[config.mk]
export PLATFORM = sky130hd
export DESIGN_NAME = adaptive_channel_smoothing_filter
export DESIGN_NICKNAME = d
export VERILOG_FILES = /design/src/hdl/acsf_pkg.sv /design/src/hdl/adaptive_channel_smoothing_filter.sv /design/src/hdl/acsf_div.sv
export SDC_FILE = /design/constraint.sdc
export NUM_CORES = 1
export LEC_CHECK = 0
export BUFFER_PORTS_ARGS = -buffer_cell sky130_fd_sc_hd__buf_2
export CAP_MARGIN = 20
export CORE_MARGIN = 2
export CORE_UTILIZATION = 25
export DETAILED_ROUTE_END_ITERATION = 8
export GPL_ROUTABILITY_DRIVEN = 0
export HOLD_SLACK_MARGIN = 0.06
export PLACE_DENSITY = 0.39
export REMOVE_ABC_BUFFERS = 1
export SLEW_MARGIN = 40
export SYNTH_ARGS = -nofsm -noshare
export SYNTH_HDL_FRONTEND = slang
export SYNTH_SLANG_ARGS = --single-unit
[constraint.sdc]
create_clock -name clk_i -period 6.4 [get_ports clk_i]
set_clock_uncertainty 0.15 [all_clocks]
set_input_delay 1.28 -clock clk_i [delete_from_list [all_inputs] [get_ports clk_i]]
set_output_delay 1.28 -clock clk_i [all_outputs]
set_load 0.005 [all_outputs]
[src/hdl/acsf_pkg.sv]
// Package for the adaptive channel smoothing filter.
// Holds shared widths, register indexes and the divider request/response types.
// No dependencies.
package acsf_pkg;

  // Channel and data widths
  localparam int CHANNELS  = 16;
  localparam int CH_W      = 4;
  localparam int DATA_W    = 16;
  localparam int WEIGHT_W  = 8;
  localparam int DEN_W     = WEIGHT_W + 1;
  localparam int NUM_W     = DATA_W + WEIGHT_W;

  // Configuration port
  localparam int CFG_IDX_W = 1;
  localparam int CFG_DATA_W = 16;
  localparam logic [CFG_IDX_W-1:0] REG_WEIGHT    = 1'd0;
  localparam logic [CFG_IDX_W-1:0] REG_THRESHOLD = 1'd1;

  // Register reset values
  localparam logic [WEIGHT_W-1:0] WEIGHT_RST    = 8'd5;
  localparam logic [DATA_W-1:0]   THRESHOLD_RST = 16'd100;

  // Divider request: start pulse, numerator and divisor
  typedef struct packed {
    logic             start;
    logic [NUM_W-1:0] num;
    logic [DEN_W-1:0] den;
  } div_req_t;

  // Divider response: done pulse and quotient
  typedef struct packed {
    logic              done;
    logic [DATA_W-1:0] quot;
  } div_rsp_t;

endpackage

[src/hdl/adaptive_channel_smoothing_filter.sv]
// Top level of the adaptive channel smoothing filter.
// Depends on acsf_pkg and acsf_div.
//
// Per-channel smoothing filter: each transaction carries a channel index and a
// 16-bit sample, and returns the channel's updated smoothed value. A difference
// at or above the step threshold moves the value half way (arithmetic shift);
// otherwise the value becomes (old*weight + sample)/(weight+1). On the step path
// the result is registered from the CALC state; the averaging path waits in the
// DIV state for the shared restoring divider, which produces one quotient bit
// per cycle. A finished result waits in the DONE state until the output register
// is free, and the sequencer then returns to IDLE to accept the next sample.
// One transaction is in work at a time; a finished result waits in
// the output register while the next sample is accepted. All 16 smoothed
// values clear to zero at reset. Write configuration only while idle.
module adaptive_channel_smoothing_filter (
  input  logic                              clk_i,
  input  logic                              rst_ni,
  // Configuration
  input  logic                              cfg_we_i,
  input  logic [acsf_pkg::CFG_IDX_W-1:0]    cfg_index_i,
  input  logic [acsf_pkg::CFG_DATA_W-1:0]   cfg_data_i,
  // Input channel
  input  logic                              in_valid_i,
  output logic                              in_stall_o,
  input  logic [acsf_pkg::CH_W-1:0]         channel_i,
  input  logic [acsf_pkg::DATA_W-1:0]       sample_i,
  // Output channel
  output logic                              out_valid_o,
  input  logic                              out_stall_i,
  output logic [acsf_pkg::CH_W-1:0]         channel_out_o,
  output logic [acsf_pkg::DATA_W-1:0]       smoothed_o
);
  import acsf_pkg::*;

  // Sequencer states
  localparam logic [1:0] S_IDLE = 2'd0;
  localparam logic [1:0] S_CALC = 2'd1;
  localparam logic [1:0] S_DIV  = 2'd2;
  localparam logic [1:0] S_DONE = 2'd3;

  logic [1:0]          state_q, state_d;
  logic [WEIGHT_W-1:0] weight_q;
  logic [DATA_W-1:0]   thresh_q;
  logic [DATA_W-1:0]   store_q [CHANNELS];

  logic [CH_W-1:0]     ch_q;
  logic [DATA_W-1:0]   smp_q;
  logic [DATA_W-1:0]   old_q;
  logic [DATA_W-1:0]   res_q, res_d;

  logic                out_valid_q, out_valid_d;
  logic [CH_W-1:0]     out_ch_q;
  logic [DATA_W-1:0]   out_val_q;

  logic                accept;
  logic                emit;
  logic [DATA_W:0]     diff;
  logic [DATA_W:0]     mag;
  logic [DATA_W:0]     half;
  logic [DATA_W:0]     step_sum;
  logic                rough;
  logic [NUM_W-1:0]    prod;
  logic [NUM_W-1:0]    num;
  div_req_t            div_req;
  div_rsp_t            div_rsp;

  assign accept = (state_q == S_IDLE) && in_valid_i;
  assign emit   = (state_q == S_DONE) && (!out_valid_q || !out_stall_i);

  // Difference, magnitude and half step
  assign diff     = {1'b0, smp_q} - {1'b0, old_q};
  assign mag      = diff[DATA_W] ? (~diff + 1'b1) : diff;
  assign rough    = mag >= {1'b0, thresh_q};
  assign half     = $unsigned($signed(diff) >>> 1);
  assign step_sum = {1'b0, old_q} + half;

  // Weighted sum for the averaging path, kept at full width
  assign prod = {{WEIGHT_W{1'b0}}, old_q} * {{DATA_W{1'b0}}, weight_q};
  assign num  = prod + {{WEIGHT_W{1'b0}}, smp_q};

  assign div_req.start = (state_q == S_CALC) && !rough;
  assign div_req.num   = num;
  assign div_req.den   = {1'b0, weight_q} + 1'b1;

  acsf_div u_div (
    .clk_i  (clk_i),
    .rst_ni (rst_ni),
    .req_i  (div_req),
    .rsp_o  (div_rsp)
  );

  // Sequencer
  always_comb begin
    state_d = state_q;
    res_d   = res_q;
    unique case (state_q)
      S_IDLE: begin
        if (in_valid_i) state_d = S_CALC;
      end
      S_CALC: begin
        if (rough) begin
          res_d   = step_sum[DATA_W-1:0];
          state_d = S_DONE;
        end else begin
          state_d = S_DIV;
        end
      end
      S_DIV: begin
        if (div_rsp.done) begin
          res_d   = div_rsp.quot;
          state_d = S_DONE;
        end
      end
      S_DONE: begin
        if (emit) state_d = S_IDLE;
      end
      default: state_d = S_IDLE;
    endcase
  end

  // Hold the output until taken, load a new result on emit
  always_comb begin
    out_valid_d = out_valid_q && out_stall_i;
    if (emit) out_valid_d = 1'b1;
  end

  // Control state, configuration and smoothed values
  always_ff @(posedge clk_i or negedge rst_ni) begin
    if (!rst_ni) begin
      state_q     <= S_IDLE;
      out_valid_q <= 1'b0;
      weight_q    <= WEIGHT_RST;
      thresh_q    <= THRESHOLD_RST;
      for (int k = 0; k < CHANNELS; k++) store_q[k] <= '0;
    end else begin
      state_q     <= state_d;
      out_valid_q <= out_valid_d;
      if (cfg_we_i) begin
        unique case (cfg_index_i)
          REG_WEIGHT:    weight_q <= cfg_data_i[WEIGHT_W-1:0];
          REG_THRESHOLD: thresh_q <= cfg_data_i[DATA_W-1:0];
          default: ;
        endcase
      end
      if (emit) store_q[ch_q] <= res_q;
    end
  end

  // Transaction payload
  always_ff @(posedge clk_i) begin
    if (accept) begin
      ch_q  <= channel_i;
      smp_q <= sample_i;
      old_q <= store_q[channel_i];
    end
    res_q <= res_d;
    if (emit) begin
      out_ch_q  <= ch_q;
      out_val_q <= res_q;
    end
  end

  assign in_stall_o    = (state_q != S_IDLE);
  assign out_valid_o   = out_valid_q;
  assign channel_out_o = out_ch_q;
  assign smoothed_o    = out_val_q;

endmodule

[src/hdl/acsf_div.sv]
// Iterative radix-2 restoring divider, one quotient bit per cycle.
// Depends on acsf_pkg. The quotient must fit in DATA_W bits (numerator < divisor << DATA_W).
module acsf_div (
  input  logic              clk_i,
  input  logic              rst_ni,
  input  acsf_pkg::div_req_t req_i,
  output acsf_pkg::div_rsp_t rsp_o
);
  import acsf_pkg::*;

  localparam int CNT_W = $clog2(DATA_W);

  logic              busy_q, busy_d;
  logic              done_q, done_d;
  logic [CNT_W-1:0]  cnt_q, cnt_d;
  logic [DEN_W-1:0]  rem_q, rem_d;
  logic [DATA_W-1:0] quo_q, quo_d;
  logic [DEN_W-1:0]  den_q, den_d;

  logic [DEN_W:0]    shifted;
  logic [DEN_W:0]    trial;

  // Trial subtract of the shifted remainder
  assign shifted = {rem_q, quo_q[DATA_W-1]};
  assign trial   = shifted - {1'b0, den_q};

  // Load on start, then shift one bit per cycle
  always_comb begin
    busy_d = busy_q;
    done_d = 1'b0;
    cnt_d  = cnt_q;
    rem_d  = rem_q;
    quo_d  = quo_q;
    den_d  = den_q;
    if (req_i.start) begin
      busy_d = 1'b1;
      cnt_d  = CNT_W'(DATA_W - 1);
      rem_d  = {1'b0, req_i.num[NUM_W-1:DATA_W]};
      quo_d  = req_i.num[DATA_W-1:0];
      den_d  = req_i.den;
    end else if (busy_q) begin
      if (!trial[DEN_W]) begin
        rem_d = trial[DEN_W-1:0];
        quo_d = {quo_q[DATA_W-2:0], 1'b1};
      end else begin
        rem_d = shifted[DEN_W-1:0];
        quo_d = {quo_q[DATA_W-2:0], 1'b0};
      end
      cnt_d = cnt_q - 1'b1;
      if (cnt_q == '0) begin
        busy_d = 1'b0;
        done_d = 1'b1;
      end
    end
  end

  // Control state
  always_ff @(posedge clk_i or negedge rst_ni) begin
    if (!rst_ni) begin
      busy_q <= 1'b0;
      done_q <= 1'b0;
      cnt_q  <= '0;
    end else begin
      busy_q <= busy_d;
      done_q <= done_d;
      cnt_q  <= cnt_d;
    end
  end

  // Datapath
  always_ff @(posedge clk_i) begin
    rem_q <= rem_d;
    quo_q <= quo_d;
    den_q <= den_d;
  end

  assign rsp_o.done = done_q;
  assign rsp_o.quot = quo_q;

endmodule

### After elaboration in Yosys (flattened, before gate mapping)

Index checks and enable logic that the tools add are counted.

* add/sub/neg operators: 7
* multiply operators: 1
* $lt $le $gt $ge: 4
* eq/ne operators: 7
* mux-type cells: 30
* bitwise operators: 4
* reductions and logical operators: 18

Operators with widths (count)
* 256-bit bitwise mux: 1
* 16-bit two-way mux: 7
* 16-bit binary-select mux with 4-bit select: 1
* 16-bit demux with 4-bit select: 1
* 16-bit one-hot mux with 2 select lines: 1
* 24-bit by 16-bit adder with 24-bit output: 1
* 16-bit by 8-bit multiplier with 24-bit output: 1
* 17-bit by 1-bit adder with 17-bit output (second input constant): 1
* 17-bit by 16-bit >= comparator with 1-bit output: 1
* 17-bit two-way mux: 1
* 17-bit NOT: 1
* 16-bit by 16-bit subtractor with 17-bit output: 1
* 16-bit adder: 1
* 8-bit two-way mux: 2
* 5-bit >= comparator (second input constant): 2
* 4-bit NOT with 5-bit output: 2
* 10-bit by 9-bit subtractor with 10-bit output: 1
* 8-bit by 1-bit adder with 9-bit output (second input constant): 1
* 1-bit two-way mux: 9
* 9-bit two-way mux: 1
* 4-bit two-way mux: 2
* 2-bit one-hot mux with 4 select lines: 1
* 2-bit two-way mux: 3
* 2-bit != test (second input constant): 3
* other kinds (14): 25

* flip-flop bits (word level): 395
* output and inout port bits: 22
* word-level logic and storage cells: 104

### Longest topological paths before layout

* depth in word-level cells: 8
* depth in mapped cells: 23
* mapped depth without buffers: 22

### Cells and area by module

A second synthesis with hierarchy kept.

* cells, all modules: 1891
* area, all modules: 23885.4 µm²

By module, submodules not included
* adaptive_channel_smoothing_filter: instances 1, cells each 1709, area each 21693.3 µm²
* acsf_div: instances 1, cells each 182, area each 2192.1 µm²

### Worst setup path after synthesis

Ideal clock, no wire load.

* path type: register -> register
* start point: reg old_q[2]
* end point: reg u_div.quo_q[0] (enable)
* setup time: 0.382 ns
* data arrival time: 5.512 ns
* data required time: 5.868 ns
* setup slack: 0.356 ns
* cell stages (with the launch flop): 24
* buffers on the path: 2
* period minus slack after synthesis: 6.044 ns
* cells stage by stage: edfxtp_1 > clkbuf_1 > inv_1 > ha_1 > nor2b_1 > o31a_1 > o21a_1 > or2_1 > xnor2_2 > or4_4 > nor4_1 > nor2_1 > xor2_1 > ha_1 > a21oi_1 > nor2b_1 > o21ai_0 > nand2_1 > a21o_1 > a221o_1 > a21o_1 > a211oi_4 > buf_2 > or2_1

* word-level cells in the longest chain between the ends: 8

RTL lines
* start, declared: RTL line adaptive_channel_smoothing_filter.sv:48 `logic [DATA_W-1:0] old_q;`
* start signal, assigned: RTL line adaptive_channel_smoothing_filter.sv:154 `old_q <= store_q[channel_i];`
* 16-bit by 16-bit subtractor with 17-bit output *: RTL line adaptive_channel_smoothing_filter.sv:71 `assign diff = {1'b0, smp_q} - {1'b0, old_q};`
* 17-bit NOT: RTL line adaptive_channel_smoothing_filter.sv:72 `assign mag = diff[DATA_W] ? (~diff + 1'b1) : diff;`
* 17-bit by 1-bit adder with 17-bit output: RTL line adaptive_channel_smoothing_filter.sv:72
* 17-bit two-way mux *: RTL line adaptive_channel_smoothing_filter.sv:72
* 17-bit by 16-bit >= comparator with 1-bit output *: RTL line adaptive_channel_smoothing_filter.sv:73 `assign rough = mag >= {1'b0, thresh_q};`
* 1-bit zero test *: RTL line adaptive_channel_smoothing_filter.sv:81 `assign div_req.start = (state_q == S_CALC) && !rough;`
* 1-bit logical AND *: RTL line adaptive_channel_smoothing_filter.sv:81
* 2-bit nonzero test (no line) *
* end signal, assigned: RTL line acsf_div.sv:73 `quo_q <= quo_d;`
* end, declared: RTL line acsf_div.sv:17 `logic [DATA_W-1:0] quo_q, quo_d;`

Every way passes the cells marked *; elsewhere a longest branch is shown, timed or not.
A chain may end at the register's enable or synchronous reset.

### Worst setup path in the final report

* start point: reg smp_q[0]
* end point: reg u_div.quo_q[1] (data pin)

* word-level cells in the longest chain between the ends: 8

RTL lines
* start, declared: RTL line adaptive_channel_smoothing_filter.sv:47 `logic [DATA_W-1:0] smp_q;`
* start signal, assigned: RTL line adaptive_channel_smoothing_filter.sv:153 `smp_q <= sample_i;`
* 16-bit by 16-bit subtractor with 17-bit output: RTL line adaptive_channel_smoothing_filter.sv:71
* 17-bit NOT: RTL line adaptive_channel_smoothing_filter.sv:72
* 17-bit by 1-bit adder with 17-bit output: RTL line adaptive_channel_smoothing_filter.sv:72
* 17-bit two-way mux: RTL line adaptive_channel_smoothing_filter.sv:72
* 17-bit by 16-bit >= comparator with 1-bit output: RTL line adaptive_channel_smoothing_filter.sv:73
* 1-bit zero test: RTL line adaptive_channel_smoothing_filter.sv:81
* 1-bit logical AND: RTL line adaptive_channel_smoothing_filter.sv:81
* 16-bit two-way mux *: RTL line acsf_div.sv:35 `if (req_i.start) begin`
* named net u_div.quo_d[1]: RTL line acsf_div.sv:17

Mark *: on every way through the listed nets, which the timed path passes. The rest lies on a longest branch.

==> results by group <==
GRT
  – Total track usage: 0.1359
  – Largest net degree at the start of global routing: 74
  – GRT Residual Overflow: 0
  – Antenna violations before repair: 2
  – Global-route wire length before repair: between 100000 and 150000 µm
  – Number of global-route vias before repair: around 16000

Clock tree
  – CTS tree: yes
  – CTS Sinks: 395
  – Bufs on Longest Clock Path: 3
  – Num CTS Buffers: between 40 and 50
  – Number of gates resized after CTS: 0
  – Clock slew at reported path FFs: 0.06 ns
  – Max H-tree Level: 2
  – Clock network latency to the later pin of the worst-skew pair: around 0.63 ns
  – Hold-fix buffers, CTS: 0
  – CTS root buffer: clkbuf_16
  – Post-CTS Repair Setup Buffers: 0

Setup path
  – Worst-path maximum fanout: 19
  – Crit path kind: reg2reg
  – CP required: ~6.6 ns
  – WP buf/inv: 3
  – CP cell instances: inv_1 > ha_1 > fa_1 > nor2b_1 > o31a_1 > o21a_1 > or2_1 > xnor2_2 > or4_4 > nor4_1 > nor2_1 > xor2_1 > ha_1 > a21oi_1 > nor2b_1 > o21ai_0 > nand2_1 > a21o_1 > a221o_1 > a21o_1 > a211oi_4 > buf_4 > buf_12 > mux2_2
  – Cell family with most CP delay: compound AO/OA/AOI/OAI gates
  – Crit path capture type: flop
  – Worst Setup Start Kind: flop
  – Crit-path slowest cell: or4_4
  – Crit path DAT: between 6 and 7 ns
  – Largest stage delay, worst path: about 0.56 ns

Cells and area
  – Post-route insts no fill: 3223
  – Most frequent cells in the layout: mux2_2, dfrtp_1, inv_1
  – Layout cells sized above 1: 0.3076
  – Commonest non-fill, non-tap cell in the layout: mux2_2
  – Area grow syn2layout: 15.42%
  – Final Instance Area: about 27000 µm²
  – Fin nets: between 2000 and 2500

Routing
  – Final WL: roughly 65000 µm
  – Average wire per standard cell: 20.28 µm
  – Remaining antenna violation count: 0
  – Initial drt markers: 676
  – Routed wl met2: about 31000 µm
  – Pre-Repair DR Iteration Count: 5
  – # DRC: 0
  – Top Layer Used: met4
  – Routed vias/inst: 4.504
  – Met1 WL: approximately 31000 µm
  – Routed met3 length: around 1600 µm
  – Vias: roughly 15000

Yosys
  – Synth warn: 0
  – Share of the synthesized area in the top cell type: 0.3004
  – Seq/Total Area, Yosys: 0.4401
  – Asr flop ratio synth: 0.7316
  – Area contributors post-synth: dfrtp_1, mux2_2, edfxtp_1, fa_1, mux4_2
  – Distinct cells, synth: 73
  – Post-synthesis instance total: 1850
  – Flops & latches, synth: slightly below 400
  – Number of synthesized flops with an enable pin: between 100 and 150
  – Avg Cell Area, Syn: approximately 13 µm²
  – Ys flop type: dfrtp_1
  – Largest area contributor in the netlist: dfrtp_1
  – Synth Cell Area: around 24000 µm²

Power
  – Power per cell area: between 500 and 600 nW/µm²
  – Sequential Power Share: 0.288
  – Worst IR Drop VDD: around 0.33 mV
  – Power Total: ~16 mW
  – Net Sw Power: between 6 and 7 mW
  – P_int: about 9.6 mW
  – Portion of total power attributed to the clock network: 0.165
  – Pleak: about 12 nW
  – Combinational group share of total power: 0.547
  – Net Sw Frac: 0.4079

Floorplan
  – IO Count: 64
  – Die X: 311.6 µm
  – Starting Density: 0.2527
  – Site Rows: 112
  – Core outline area: 93610 µm²
  – Die area: slightly below 100000 µm²
  – Die height: 311.6 µm

Place
  – Placed insts: around 3100
  – HPWL after detailed placement: 45450 µm
  – Setup WS pre-CTS: 0.4128 ns
  – Port Buffer Count: between 60 and 70
  – Dpl cell area: 25720 µm²

Job
  – Maxcap violations: 0

Min path
  – Worst hold path type: reg2reg

STA
  – Max Fclk: roughly 170 MHz
  – Final Hold Vio Count: 0
  – Worst slew pin tran: 0.8403 ns
  – RSZ-0062 raised after global routing: false
  – Final Max Tran Viols: 0
  – Tcrit/Tclk final: 0.9220
  – Final setup margin: 0.4990 ns
  – Period minus WS final: roughly 5.9 ns
  – # setup viols final: 0
  – Rel. slew slack: 0.4392

Outcome
  – Status: finished, final reports clean
stage by stage:
| step | utilization | TNS [ns] | hold WS [ns] |
|---|---|---|---|
| after CTS | 0.2911 | 0 | 0.3502 |
| after global placement | 0.2738 | 0 | 0.3316 |
| after detailed placement | 0.2747 | 0 | 0.3370 |
| final | 0.2917 | 0 | 0.3478 |
| after global routing | 0.2916 | 0 | 0.3548 |
| after floorplan | - | -13.57 | 0.3238 |
synthesized netlist by cell type (all sizes together) (17+ instances only):
master  number
mux2       298
nand2      128
ha         108
xor2        32
fa         103
mux4        80
dfrtp      284
a21o        23
xnor2       33
nor2        56
edfxtp     105
mux2i       17
and2        55
a21oi       38
clkbuf      80
o21ai       34
inv        182
state kept, by name, indices dropped and copies added (netlist names):
name	count
out_valid_o	1
smp_q	16
u_div.done_q	1
channel_out_o	4
u_div.rem_q	9
store_q	256
thresh_q	16
old_q	16
u_div.cnt_q	4
u_div.quo_q	16
smoothed_o	16
weight_q	8
state_q	2
u_div.busy_q	1
ch_q	4
res_q	16
u_div.den_q	9
power groups by stage:
stage          Clock, mW  Sequential [mW]  Combinational, mW
3_3_place_gp           0             4.65               8.84
2_1_floorplan          0             4.30               6.82
6_report            2.67             4.65               8.85
3_5_place_dp           0             4.68               8.91
4_1_cts             2.78             4.65               8.98
5_1_grt             2.88             4.80               10.0
final cells by class:
class	instances	area (µm²)
Fill cell	9724	66310
Multi-Input combinational cell	1177	12260
Sequential cell	395	10410
Tap cell	1254	1569
Clock buffer	74	1380
Timing Repair Buffer	121	840.8
Inverter	182	683.2
Clock inverter	18	157.7
Antenna cell	2	5.005
per-layer routing:
metal | vias to the layer above | track usage
li1 | 6644 | -
met1 | 7627 | 0.1877
met2 | 157 | 0.2277
met3 | 87 | 0.01737
met4 | 0 | 0.02896
met5 | - | 0
cell families after synthesis:
kind of cell               count (synthesis)  synth area share
xor gates and xnor gates                  65           0.02502
adders and majority gates                211            0.1443
muxes                                    395            0.2268
buffers and inverters                    278           0.04464
and+or+nand+nor                          342           0.07173
AOI/OAI and AO/OA                        164           0.04734
DFF                                      395            0.4401
final timing paths:
path	start	endpoint	slack, ns	cells past startpoint
max	smp_q[0]	u_div.quo_q[1]	0.50	24
min	store_q[84]	store_q[84]	0.35	1
max reg2reg	smp_q[0]	u_div.quo_q[1]	0.50	24
min in group asynchronous	rst_ni	store_q[93]	0.40	1
max in group asynchronous	rst_ni	store_q[166]	4.36	3
min reg2reg	store_q[84]	store_q[84]	0.35	1
Power figures use the tool's default switching activity.
